<file path="src/rtl/core/bmp_stream_to_intensity_core_assert.svh">
// Assertion macros shared by the bitmap intensity decoder modules.
// Each macro expects signals named clk and rst in the module that uses it.
`ifndef BMP_STREAM_TO_INTENSITY_CORE_ASSERT_SVH
`define BMP_STREAM_TO_INTENSITY_CORE_ASSERT_SVH

// Same-cycle implication, idle while reset is high.
`define BSTOI_ASSERT_NOW(label, ante, cons, msg) \
  label: assert property (@(posedge clk) disable iff (rst) (ante) |-> (cons)) \
    else $error(msg);

// Next-cycle implication, idle while reset is high.
`define BSTOI_ASSERT_NEXT(label, ante, cons, msg) \
  label: assert property (@(posedge clk) disable iff (rst) (ante) |=> (cons)) \
    else $error(msg);

`endif

</file>
<file path="src/rtl/core/bstoi_pkg.sv">
// ----------------------------------------------------------------------------
// bstoi_pkg
// Shared types and constants of the bitmap stream to intensity decoder.
// ----------------------------------------------------------------------------
package bstoi_pkg;

  // Default number of bits allowed for image width and height.
  localparam int BSTOI_DIM_BITS = 16;

  // Largest intensity in Q10.8: 765.0.
  localparam logic [17:0] INTENSITY_MAX = 18'd195840;

  // Result request between the parser and the scaling stage.
  typedef struct packed {
    logic [17:0] value;      // colour sum, or sum times alpha when scaled
    logic        scaled;     // 1: value still needs the 256/255 scaling
    logic [15:0] row;
    logic [15:0] column;
    logic        row_end;
    logic        image_end;
    logic        sig_unknown;
    logic        status;
  } bstoi_stage_t;

endpackage

</file>
<file path="src/rtl/core/bstoi_parser.sv">
// ----------------------------------------------------------------------------
// bstoi_parser
// Byte parser: header capture, skip to pixel data, pixel accumulation and the
// alpha multiply, feeding a registered result request to the scaling stage.
// ----------------------------------------------------------------------------
`include "bmp_stream_to_intensity_core_assert.svh"

module bstoi_parser #(
  parameter int DIM_BITS = bstoi_pkg::BSTOI_DIM_BITS
) (
  input  logic                    clk,
  input  logic                    rst,
  input  logic [7:0]              data_byte,
  input  logic                    file_start,
  input  logic                    byte_valid,
  output logic                    byte_stall,
  output logic                    stage_valid,
  input  logic                    stage_stall,
  output bstoi_pkg::bstoi_stage_t stage
);
  import bstoi_pkg::*;

  localparam logic [1:0] PH_HEADER = 2'd0;
  localparam logic [1:0] PH_SKIP   = 2'd1;
  localparam logic [1:0] PH_PIXELS = 2'd2;
  localparam logic [1:0] PH_DONE   = 2'd3;

  localparam logic [4:0] SIG0_POS   = 5'd0;
  localparam logic [4:0] SIG1_POS   = 5'd1;
  localparam logic [4:0] OFS_POS    = 5'd10;
  localparam logic [4:0] WID_POS    = 5'd18;
  localparam logic [4:0] HGT_POS    = 5'd22;
  localparam logic [4:0] BPP_POS    = 5'd28;
  localparam logic [4:0] DECIDE_POS = 5'd29;

  localparam logic [15:0] DEPTH_24 = 16'd24;
  localparam logic [15:0] DEPTH_32 = 16'd32;

  localparam logic [1:0] BIP_LAST24 = 2'd2;
  localparam logic [1:0] BIP_LAST32 = 2'd3;

  localparam logic [7:0] CH_A = 8'd65;
  localparam logic [7:0] CH_B = 8'd66;
  localparam logic [7:0] CH_C = 8'd67;
  localparam logic [7:0] CH_I = 8'd73;
  localparam logic [7:0] CH_M = 8'd77;
  localparam logic [7:0] CH_P = 8'd80;
  localparam logic [7:0] CH_T = 8'd84;

  localparam logic [DIM_BITS-1:0] DIM_ONE = {{(DIM_BITS-1){1'b0}}, 1'b1};

  function automatic logic sig_known(input logic [7:0] a, input logic [7:0] b);
    sig_known = (a == CH_B && b == CH_M) || (a == CH_B && b == CH_A) ||
                (a == CH_C && b == CH_I) || (a == CH_C && b == CH_P) ||
                (a == CH_I && b == CH_C) || (a == CH_P && b == CH_T);
  endfunction

  logic [31:0]         byte_position;
  logic [31:0]         pixel_data_offset;
  logic [31:0]         image_width;
  logic [31:0]         image_height;
  logic [15:0]         pixel_depth;
  logic                signature_bad;
  logic [1:0]          parse_phase;
  logic [DIM_BITS-1:0] column_count;
  logic [DIM_BITS-1:0] rows_from_bottom;
  logic [1:0]          byte_in_pixel;
  logic [9:0]          colour_sum;
  logic [1:0]          padding_left;
  logic [7:0]          first_sig_byte;

  // State as seen by this byte: a file start clears everything first.
  logic [31:0]         cur_pos, cur_offset, cur_width, cur_height;
  logic [15:0]         cur_depth;
  logic                cur_sig_bad;
  logic [1:0]          cur_phase;
  logic [DIM_BITS-1:0] cur_col, cur_rfb;
  logic [1:0]          cur_bip, cur_pad;
  logic [9:0]          cur_sum;
  logic [7:0]          cur_first;

  logic [31:0]         byte_position_next, pixel_data_offset_next;
  logic [31:0]         image_width_next, image_height_next;
  logic [15:0]         pixel_depth_next;
  logic                signature_bad_next;
  logic [1:0]          parse_phase_next;
  logic [DIM_BITS-1:0] column_count_next, rows_from_bottom_next;
  logic [1:0]          byte_in_pixel_next, padding_left_next;
  logic [9:0]          colour_sum_next;
  logic [7:0]          first_sig_byte_next;

  logic                accept;
  logic                emit;
  logic                do_pixel;
  logic                pix_done;
  logic                is24;
  logic                rend, iend;
  logic                over, bad_depth;
  logic [9:0]          sum_add;
  logic [17:0]         product;
  logic [DIM_BITS-1:0] width_m1, height_m1, row_d;
  logic [31:0]         row_wide, col_wide;
  logic [4:0]          hdr_pos;
  logic                hdr_low;
  bstoi_stage_t        res;

  assign accept = byte_valid && !byte_stall;
  assign byte_stall = stage_valid && stage_stall;

  always_comb begin
    if (file_start) begin
      cur_pos = '0; cur_offset = '0; cur_width = '0; cur_height = '0;
      cur_depth = '0; cur_sig_bad = 1'b0; cur_phase = PH_HEADER;
      cur_col = '0; cur_rfb = '0; cur_bip = '0; cur_pad = '0;
      cur_sum = '0; cur_first = '0;
    end else begin
      cur_pos = byte_position; cur_offset = pixel_data_offset;
      cur_width = image_width; cur_height = image_height;
      cur_depth = pixel_depth; cur_sig_bad = signature_bad;
      cur_phase = parse_phase; cur_col = column_count; cur_rfb = rows_from_bottom;
      cur_bip = byte_in_pixel; cur_pad = padding_left;
      cur_sum = colour_sum; cur_first = first_sig_byte;
    end
  end

  assign product   = 18'(cur_sum) * 18'(data_byte);
  assign sum_add   = cur_sum + 10'(data_byte);
  assign width_m1  = cur_width[DIM_BITS-1:0] - DIM_ONE;
  assign height_m1 = cur_height[DIM_BITS-1:0] - DIM_ONE;
  assign row_d     = height_m1 - cur_rfb;
  assign row_wide  = 32'(row_d);
  assign col_wide  = 32'(cur_col);
  assign rend      = cur_col == width_m1;
  assign iend      = rend && (cur_rfb == height_m1);
  assign is24      = cur_depth == DEPTH_24;
  assign hdr_pos   = cur_pos[4:0];
  assign hdr_low   = cur_pos[31:5] == 27'd0;
  assign over      = ((cur_width >> DIM_BITS) != 32'd0) ||
                     ((cur_height >> DIM_BITS) != 32'd0);

  always_comb begin
    byte_position_next     = (cur_pos != '1) ? cur_pos + 32'd1 : cur_pos;
    pixel_data_offset_next = cur_offset;
    image_width_next       = cur_width;
    image_height_next      = cur_height;
    pixel_depth_next       = cur_depth;
    signature_bad_next     = cur_sig_bad;
    parse_phase_next       = cur_phase;
    column_count_next      = cur_col;
    rows_from_bottom_next  = cur_rfb;
    byte_in_pixel_next     = cur_bip;
    padding_left_next      = cur_pad;
    colour_sum_next        = cur_sum;
    first_sig_byte_next    = cur_first;
    emit      = 1'b0;
    do_pixel  = 1'b0;
    pix_done  = 1'b0;
    bad_depth = 1'b0;
    res       = '0;

    case (cur_phase)
      PH_HEADER: begin
        if (hdr_low) begin
          case (hdr_pos)
            SIG0_POS:          first_sig_byte_next = data_byte;
            SIG1_POS:          signature_bad_next = !sig_known(cur_first, data_byte);
            OFS_POS:           pixel_data_offset_next[7:0]   = cur_offset[7:0] | data_byte;
            OFS_POS + 5'd1:    pixel_data_offset_next[15:8]  = cur_offset[15:8] | data_byte;
            OFS_POS + 5'd2:    pixel_data_offset_next[23:16] = cur_offset[23:16] | data_byte;
            OFS_POS + 5'd3:    pixel_data_offset_next[31:24] = cur_offset[31:24] | data_byte;
            WID_POS:           image_width_next[7:0]   = cur_width[7:0] | data_byte;
            WID_POS + 5'd1:    image_width_next[15:8]  = cur_width[15:8] | data_byte;
            WID_POS + 5'd2:    image_width_next[23:16] = cur_width[23:16] | data_byte;
            WID_POS + 5'd3:    image_width_next[31:24] = cur_width[31:24] | data_byte;
            HGT_POS:           image_height_next[7:0]   = cur_height[7:0] | data_byte;
            HGT_POS + 5'd1:    image_height_next[15:8]  = cur_height[15:8] | data_byte;
            HGT_POS + 5'd2:    image_height_next[23:16] = cur_height[23:16] | data_byte;
            HGT_POS + 5'd3:    image_height_next[31:24] = cur_height[31:24] | data_byte;
            BPP_POS:           pixel_depth_next[7:0]  = cur_depth[7:0] | data_byte;
            DECIDE_POS:        pixel_depth_next[15:8] = cur_depth[15:8] | data_byte;
            default:           ;
          endcase
          if (hdr_pos == DECIDE_POS) begin
            bad_depth = (pixel_depth_next != DEPTH_24) && (pixel_depth_next != DEPTH_32);
            if (bad_depth || over) begin
              parse_phase_next = PH_DONE;
              emit = 1'b1;
              res.status = 1'b1;
            end else if (cur_width == 32'd0 || cur_height == 32'd0) begin
              parse_phase_next = PH_DONE;
            end else begin
              parse_phase_next = PH_SKIP;
            end
          end
        end
      end
      PH_SKIP: begin
        if (cur_pos >= cur_offset) begin
          parse_phase_next = PH_PIXELS;
          do_pixel = 1'b1;
        end
      end
      PH_PIXELS: do_pixel = 1'b1;
      default: ;
    endcase

    if (do_pixel) begin
      if (cur_pad != 2'd0) begin
        padding_left_next = cur_pad - 2'd1;
      end else if (is24) begin
        colour_sum_next = sum_add;
        if (cur_bip < BIP_LAST24) begin
          byte_in_pixel_next = cur_bip + 2'd1;
        end else begin
          pix_done = 1'b1;
          res.value = 18'(sum_add);
        end
      end else begin
        if (cur_bip < BIP_LAST32) begin
          colour_sum_next = sum_add;
          byte_in_pixel_next = cur_bip + 2'd1;
        end else begin
          pix_done = 1'b1;
          res.value = product;
          res.scaled = 1'b1;
        end
      end
      if (pix_done) begin
        emit = 1'b1;
        res.row = row_wide[15:0];
        res.column = col_wide[15:0];
        res.row_end = rend;
        res.image_end = iend;
        colour_sum_next = '0;
        byte_in_pixel_next = '0;
        if (iend) begin
          parse_phase_next = PH_DONE;
        end else if (rend) begin
          column_count_next = '0;
          rows_from_bottom_next = cur_rfb + DIM_ONE;
          if (is24) padding_left_next = cur_width[1:0];
        end else begin
          column_count_next = cur_col + DIM_ONE;
        end
      end
    end
    res.sig_unknown = signature_bad_next;
  end

  always_ff @(posedge clk) begin
    if (rst) begin
      byte_position     <= '0;
      pixel_data_offset <= '0;
      image_width       <= '0;
      image_height      <= '0;
      pixel_depth       <= '0;
      signature_bad     <= 1'b0;
      parse_phase       <= PH_HEADER;
      column_count      <= '0;
      rows_from_bottom  <= '0;
      byte_in_pixel     <= '0;
      colour_sum        <= '0;
      padding_left      <= '0;
      first_sig_byte    <= '0;
    end else if (accept) begin
      byte_position     <= byte_position_next;
      pixel_data_offset <= pixel_data_offset_next;
      image_width       <= image_width_next;
      image_height      <= image_height_next;
      pixel_depth       <= pixel_depth_next;
      signature_bad     <= signature_bad_next;
      parse_phase       <= parse_phase_next;
      column_count      <= column_count_next;
      rows_from_bottom  <= rows_from_bottom_next;
      byte_in_pixel     <= byte_in_pixel_next;
      colour_sum        <= colour_sum_next;
      padding_left      <= padding_left_next;
      first_sig_byte    <= first_sig_byte_next;
    end
  end

  always_ff @(posedge clk) begin
    if (rst) begin
      stage_valid <= 1'b0;
    end else if (!byte_stall) begin
      stage_valid <= accept && emit;
    end
  end

  always_ff @(posedge clk) begin
    if (accept && emit) begin
      stage <= res;
    end
  end

  `BSTOI_ASSERT_NEXT(a_done_after_last, accept && pix_done && iend, parse_phase == PH_DONE, "parser left the pixel phase open after the last pixel")
  `BSTOI_ASSERT_NEXT(a_pos_monotonic, accept && !file_start, byte_position >= $past(byte_position), "byte position went backward without a file start")
  `BSTOI_ASSERT_NOW(a_pad_only_24, padding_left != 2'd0, parse_phase == PH_PIXELS && pixel_depth == DEPTH_24, "row padding pending outside 24-bit pixel data")

endmodule

</file>
<file path="src/rtl/core/bstoi_scale.sv">
// ----------------------------------------------------------------------------
// bstoi_scale
// Scales alpha-weighted sums by 256/255 with floor rounding, forms the Q10.8
// intensity and holds the result request in the output register.
// ----------------------------------------------------------------------------
`include "bmp_stream_to_intensity_core_assert.svh"

module bstoi_scale (
  input  logic                    clk,
  input  logic                    rst,
  input  logic                    stage_valid,
  output logic                    stage_stall,
  input  bstoi_pkg::bstoi_stage_t stage,
  output logic                    result_valid,
  input  logic                    result_stall,
  output logic [17:0]             intensity_q8,
  output logic [15:0]             display_row,
  output logic [15:0]             display_column,
  output logic                    row_end,
  output logic                    image_end,
  output logic                    signature_unknown,
  output logic                    status
);
  import bstoi_pkg::*;

  localparam logic [17:0] DIVISOR = 18'd255;

  logic [25:0] prod257;
  logic [9:0]  q_est;
  logic [17:0] q255;
  logic [17:0] rem;
  logic        q_fix;
  logic [17:0] rem_left;
  logic [17:0] scaled_value;
  logic [17:0] intensity_next;
  logic        load;

  // floor(x*256/255) = x + floor(x/255). The estimate x*257/65536 is low by at
  // most one, so a single compare on the remainder corrects it.
  assign prod257  = {stage.value, 8'd0} + 26'(stage.value);
  assign q_est    = prod257[25:16];
  assign q255     = {q_est, 8'd0} - 18'(q_est);
  assign rem      = stage.value - q255;
  assign q_fix    = rem >= DIVISOR;
  assign rem_left = q_fix ? rem - DIVISOR : rem;
  assign scaled_value = stage.value + 18'(q_est) + 18'(q_fix);
  assign intensity_next = stage.scaled ? scaled_value : {stage.value[9:0], 8'd0};

  assign stage_stall = result_valid && result_stall;
  assign load = stage_valid && !stage_stall;

  always_ff @(posedge clk) begin
    if (rst) begin
      result_valid <= 1'b0;
    end else if (!stage_stall) begin
      result_valid <= stage_valid;
    end
  end

  always_ff @(posedge clk) begin
    if (load) begin
      intensity_q8      <= intensity_next;
      display_row       <= stage.row;
      display_column    <= stage.column;
      row_end           <= stage.row_end;
      image_end         <= stage.image_end;
      signature_unknown <= stage.sig_unknown;
      status            <= stage.status;
    end
  end

  `BSTOI_ASSERT_NOW(a_rem_range, stage_valid && stage.scaled, rem_left < DIVISOR, "divide by 255 remainder out of range")
  `BSTOI_ASSERT_NOW(a_error_zero, result_valid && status, intensity_q8 == 18'd0 && !row_end, "error result carries pixel data")
  `BSTOI_ASSERT_NOW(a_max_value, result_valid, intensity_q8 <= INTENSITY_MAX && (!image_end || row_end), "intensity above full scale or image end off a row end")

endmodule

</file>
<file path="src/rtl/core/bmp_stream_to_intensity_core.sv">
// ----------------------------------------------------------------------------
// bmp_stream_to_intensity_core
// Byte-serial 24/32-bit bitmap decoder producing per-pixel Q10.8 intensity.
// ----------------------------------------------------------------------------
//   Channel  Handshake                  Payload
//   bytes    byte_valid / byte_stall    data_byte, file_start
//   results  result_valid / result_stall intensity_q8, display_row,
//                                       display_column, row_end, image_end,
//                                       signature_unknown, status
//
// One byte is accepted per cycle while byte_stall is low; the result of the
// byte that completes it passes through the parser register, then the
// divide-by-255 output register. Reset clears the parse state and both valid
// flags. A stalled result holds the output register; byte_stall rises only
// when both the parser register and the output register are full.
// ----------------------------------------------------------------------------
module bmp_stream_to_intensity_core #(
  parameter int DIM_BITS = bstoi_pkg::BSTOI_DIM_BITS
) (
  input  logic        clk,
  input  logic        rst,
  input  logic        byte_valid,
  output logic        byte_stall,
  input  logic [7:0]  data_byte,
  input  logic        file_start,
  output logic        result_valid,
  input  logic        result_stall,
  output logic [17:0] intensity_q8,
  output logic [15:0] display_row,
  output logic [15:0] display_column,
  output logic        row_end,
  output logic        image_end,
  output logic        signature_unknown,
  output logic        status
);
  import bstoi_pkg::*;

  logic         stage_valid;
  logic         stage_stall;
  bstoi_stage_t stage;

  bstoi_parser #(
    .DIM_BITS(DIM_BITS)
  ) u_parser (
    .clk        (clk),
    .rst        (rst),
    .data_byte  (data_byte),
    .file_start (file_start),
    .byte_valid (byte_valid),
    .byte_stall (byte_stall),
    .stage_valid(stage_valid),
    .stage_stall(stage_stall),
    .stage      (stage)
  );

  bstoi_scale u_scale (
    .clk              (clk),
    .rst              (rst),
    .stage_valid      (stage_valid),
    .stage_stall      (stage_stall),
    .stage            (stage),
    .result_valid     (result_valid),
    .result_stall     (result_stall),
    .intensity_q8     (intensity_q8),
    .display_row      (display_row),
    .display_column   (display_column),
    .row_end          (row_end),
    .image_end        (image_end),
    .signature_unknown(signature_unknown),
    .status           (status)
  );

endmodule

</file>
<file path="config.mk">
export PLATFORM = sky130hd
export DESIGN_NAME = bmp_stream_to_intensity_core
export DESIGN_NICKNAME = d
export VERILOG_FILES = /design/src/rtl/core/bstoi_pkg.sv /design/src/rtl/core/bstoi_parser.sv /design/src/rtl/core/bstoi_scale.sv /design/src/rtl/core/bmp_stream_to_intensity_core.sv
export VERILOG_INCLUDE_DIRS = /design/src /design/src/rtl/core
export SDC_FILE = /design/constraint.sdc
export NUM_CORES = 1
export LEC_CHECK = 0
export BUFFER_PORTS_ARGS = -buffer_cell sky130_fd_sc_hd__buf_2
export CAP_MARGIN = 20
export CORE_MARGIN = 1.5
export CORE_UTILIZATION = 39
export CTS_CLUSTER_DIAMETER = 80
export DETAILED_ROUTE_END_ITERATION = 8
export SLEW_MARGIN = 20
export SYNTH_ARGS = -nofsm -noshare
export SYNTH_HDL_FRONTEND = slang
export SYNTH_SLANG_ARGS = --single-unit
export TNS_END_PERCENT = 30
</file>
<file path="constraint.sdc">
create_clock -name clk -period 14.15 [get_ports clk]
set_input_delay 1.415 -clock clk [delete_from_list [all_inputs] [get_ports clk]]
set_output_delay 1.415 -clock clk [all_outputs]
set_load 0.02 [all_outputs]
</file>
==> summary.md <==
| Metric | Value |
|---|---|
| CTS Hold Buffers Added | `0` |
| Final core area utilization | `a little over two fifths` |
| Leakage power | `9.258 nW` |
| Cells after Synth | `2446` |
| Global routing met1 resource utilization | `~28%` |
| RSZ-0062 raised after global routing | `no` |
| Number of nets in the final layout | `2664` |
| Remaining DRCs | `0` |
| Maximum number of pins on one net before global-route repair | `slightly above 90` |
| Fraction of met3 tracks used by global routing | `~3.1%` |
| PostCTS Resize Cnt | `0` |
| Average detailed-routed wire length per instance | `about 18 um` |
| Power per standard cell area | `roughly 87 nW/um^2` |
| Measured slew at the worst slew-check pin | `roughly 1.1 ns` |
| Sum Neg Setup Slack | `0 ns` |
| CP Max Fanout | `5` |
| Final count of negative-setup-slack endpoints | `0` |
| DRT iter0 DRCs | `between 1000 and 1500` |
| Shortest clock period the worst path allows after layout | `8.112 ns` |
| Port-buffer cells | `slightly below 70` |
| WP data required | `14.40 ns` |
| Number of unique standard cell types used by synthesis | `84` |
| Placement Cell Area | `between 20000 and 25000 um^2` |
| Min setup slack post-route | `around 6 ns` |
| Cell type of the slowest stage on the worst timing path | `a311oi_1` |
| Hold Crit Class | `flip-flop to flip-flop` |
| Fill cell instance count of the final layout | `5210` |
| Share of the clock period used by the worst path | `between 50% and 60%` |
| Count of flip-flops with a built-in enable after synthesis | `between 100 and 150` |
| Register bit count reported by yosys | `approximately 310` |
| Cell area after synthesis | `just over 20000 um^2` |
| Floorplan row count | `84` |
| VDD IR max | `64.28 uV` |
| Number of nets in the synthesized netlist | `between 2000 and 3000` |
| Crit-path max cell delay | `~0.67 ns` |
| CP arrival | `about 8.4 ns` |
| Vias per inst | `between 5 and 6` |
| H-tree levels | `2` |
| Sequential area share after synthesis | `a little over a third` |
| Cells after DPL | `between 3000 and 4000` |
| Via count of the first global-routing pass | `approximately 17000` |
| Startpoint-to-endpoint class of the critical path | `flip-flop to flip-flop` |
| Drt pass-1 iters | `8` |
| TritonCTS clock tree | `built` |
| Type of destination of the critical path | `flip-flop` |
| Area added between synthesis and finish | `9.795%` |
| Die Height | `233.5 um` |
| Clock latency at the later pin of the worst-skew pair | `approximately 0.56 ns` |
| Die Outline Area | `between 50000 and 60000 um^2` |
| Multi-input gate area in the final layout | `~12000 um^2` |
| Final hold violation count | `0` |
| Top FF cell, synth | `dfxtp_1` |
| Cts bufs inserted | `37` |
| Initial cell density of the core | `around two fifths` |
| Most used cells in the layout excluding fill and tap cells | `nor2_1, nand2_1, dfxtp_1` |
| Worst setup skew after layout | `roughly 0.034 ns` |
| F_max | `~120 MHz` |
| Layout Cell Area excl Fill | `~23000 um^2` |
| Fraction of registers with async set or reset after synthesis | `0%` |
| Number of antenna violations at the first check in global routing | `1` |
| Layer carrying the most global-route usage | `met2` |
| Clk Tree Root Cell | `clkbuf_16` |
| Number of buffers inserted by post-CTS setup repair | `0` |
| Layout cell share with drive strength beyond 1 | `7.212%` |
| Sort of element at the start of the critical path | `flip-flop` |
| Status | `finished, final reports clean` |
| Routability congestion estimate | `~0.9` |
| Sink count of the clock tree | `around 310` |
| Buffers from clock root to sink, at most | `3` |
| Tot GR Track Use | `between 20% and 30%` |
| Sum of overflow across all layers after global routing | `0` |
| Die outline width | `between 200 and 250 um` |
| HPWL after detailed placement | `~40000 um` |
| Core Box Area | `52550 um^2` |
| Final count of pins violating max slew | `0` |
| Count of synthesis-stage warnings from yosys | `0` |
| Average cell area after synthesis | `8.471 um^2` |
| Clock-pin transition on the worst setup and hold timing paths | `0.06 ns` |
| Relative max-transition margin | `between 20% and 30%` |
| Register-to-register setup slack | `about 6.0 ns` |
| Antenna Nets Post-Route | `0` |
| Wire length of the first global-routing pass | `~90000 um` |
| Worst slack at placement | `about 6.1 ns` |
| Routed via count | `17520` |
| Met2 Track Usage GR | `33.45%` |
| Boundary Pins | `slightly below 70` |
| Flip-flop and latch area | `around 7300 um^2` |
| Max-cap viol count | `0` |
| Total wire length | `~56000 um` |
| Count of placed standard cells in the final layout, fillers left out | `between 3000 and 4000` |
| Total inserted antenna cells | `0` |
| Commonest non-fill, non-tap cell in the layout | `nor2_1` |
-- worst max-delay path, delay by kind of cell (launching register included) --
family	cells	cell delay, ns
xor+xnor	1	0.15
simple gates	5	0.79
compound gates	15	3.78
buf+inv	3	0.23
fa+ha+maj	6	2.25
flops	1	0.50
mux	1	0.13
-- layout make-up --
type	instances	share of cell area, %
multi-input combinational	1867	54.16
sequential	312	32.25
clock buffer	49	4.543
tap	688	3.784
inverter	137	2.266
timing repair buffer	84	2.062
clock inverter	19	0.9295
-- metrics by stage --
step / power [W] / hold slack, ns
2_1_floorplan: 0.0009975 / 0.4003
3_3_place_gp: 0.001021 / 0.4004
3_5_place_dp: 0.001023 / 0.4045
4_1_cts: 0.002009 / 0.4172
5_1_grt: 0.002051 / 0.4205
6_report: 0.001986 / 0.4158
-- sequential cells by signal (all words and copies together), names as in the netlist --
| name | flops |
|---|---|
| u_parser.stage | 55 |
| u_parser.byte_position | 32 |
| u_parser.image_height | 32 |
| u_parser.image_width | 32 |
| u_parser.pixel_data_offset | 32 |
| u_scale.intensity_q8 | 18 |
| u_parser.column_count | 16 |
| u_parser.pixel_depth | 16 |
| u_parser.rows_from_bottom | 16 |
| u_scale.display_column | 16 |
| u_scale.display_row | 16 |
| u_parser.colour_sum | 10 |
| u_parser.first_sig_byte | 8 |
| u_parser.byte_in_pixel | 2 |
| u_parser.padding_left | 2 |
| u_parser.parse_phase | 2 |
| u_parser.signature_bad | 1 |
| u_parser.stage_valid | 1 |
| u_scale.image_end | 1 |
| u_scale.result_valid | 1 |
| u_scale.row_end | 1 |
| u_scale.signature_unknown | 1 |
| u_scale.status | 1 |
-- kinds of logic (layout without fill, tap and decap cells) --
family                     count (synthesis)  after routing  share of synthesized area [%]
and+or+nand+nor                         1058           1058                          24.46
AOI/OAI and AO/OA                        466            466                          14.55
DFF                                      312            312                          35.41
buffers and inverters                    267            289                          5.211
adders and majority gates                212            212                          14.76
xor gates and xnor gates                 121            121                          5.115
muxes                                     10             10                         0.5012
-- worst paths after layout --
path	startpoint	to	depth (start not counted)
max	u_parser.stage[38]	u_scale.intensity_q8[16]	31
min	u_parser.stage[10]	u_scale.display_column[6]	0
max reg2reg	u_parser.stage[38]	u_scale.intensity_q8[16]	31
min reg2reg	u_parser.stage[10]	u_scale.display_column[6]	0
-- power breakdown --
group	internal (W)	leakage, nW	total, W	switching (W)
logic	0.0000144	6.00	0.0000794	0.0000650
registers	0.000924	2.65	0.000925	0.00000168
clock network	0.000591	0.608	0.000981	0.000390
-- routing by layer --
metal | vias up | part of all wire [%] | routed length (um)
met5 | - | 0.025 | 14
met2 | 432 | 46 | 25730
met1 | 8483 | 46 | 25900
li1 | 8526 | - | -
met4 | 2 | 2.2 | 1227
met3 | 74 | 5.3 | 2967
-- Yosys cell counts (54+ instances only) --
master    instances  area [um^2]
dfxtp_1         203         4064
nor3_1           62        310.3
o21ai_0          67        335.3
ha_1            158         1977
nand2_1         262        983.4
nor2b_1          57        356.6
clkbuf_1        106        397.9
nand3_1          61        305.3
a21oi_1         182        910.9
edfxtp_1        109         3273
xnor2_1          75        656.9
inv_1           134        503.0
nor2_1          364         1366
fa_1             54         1081
Note: power is estimated with default switching activity, not from simulation.
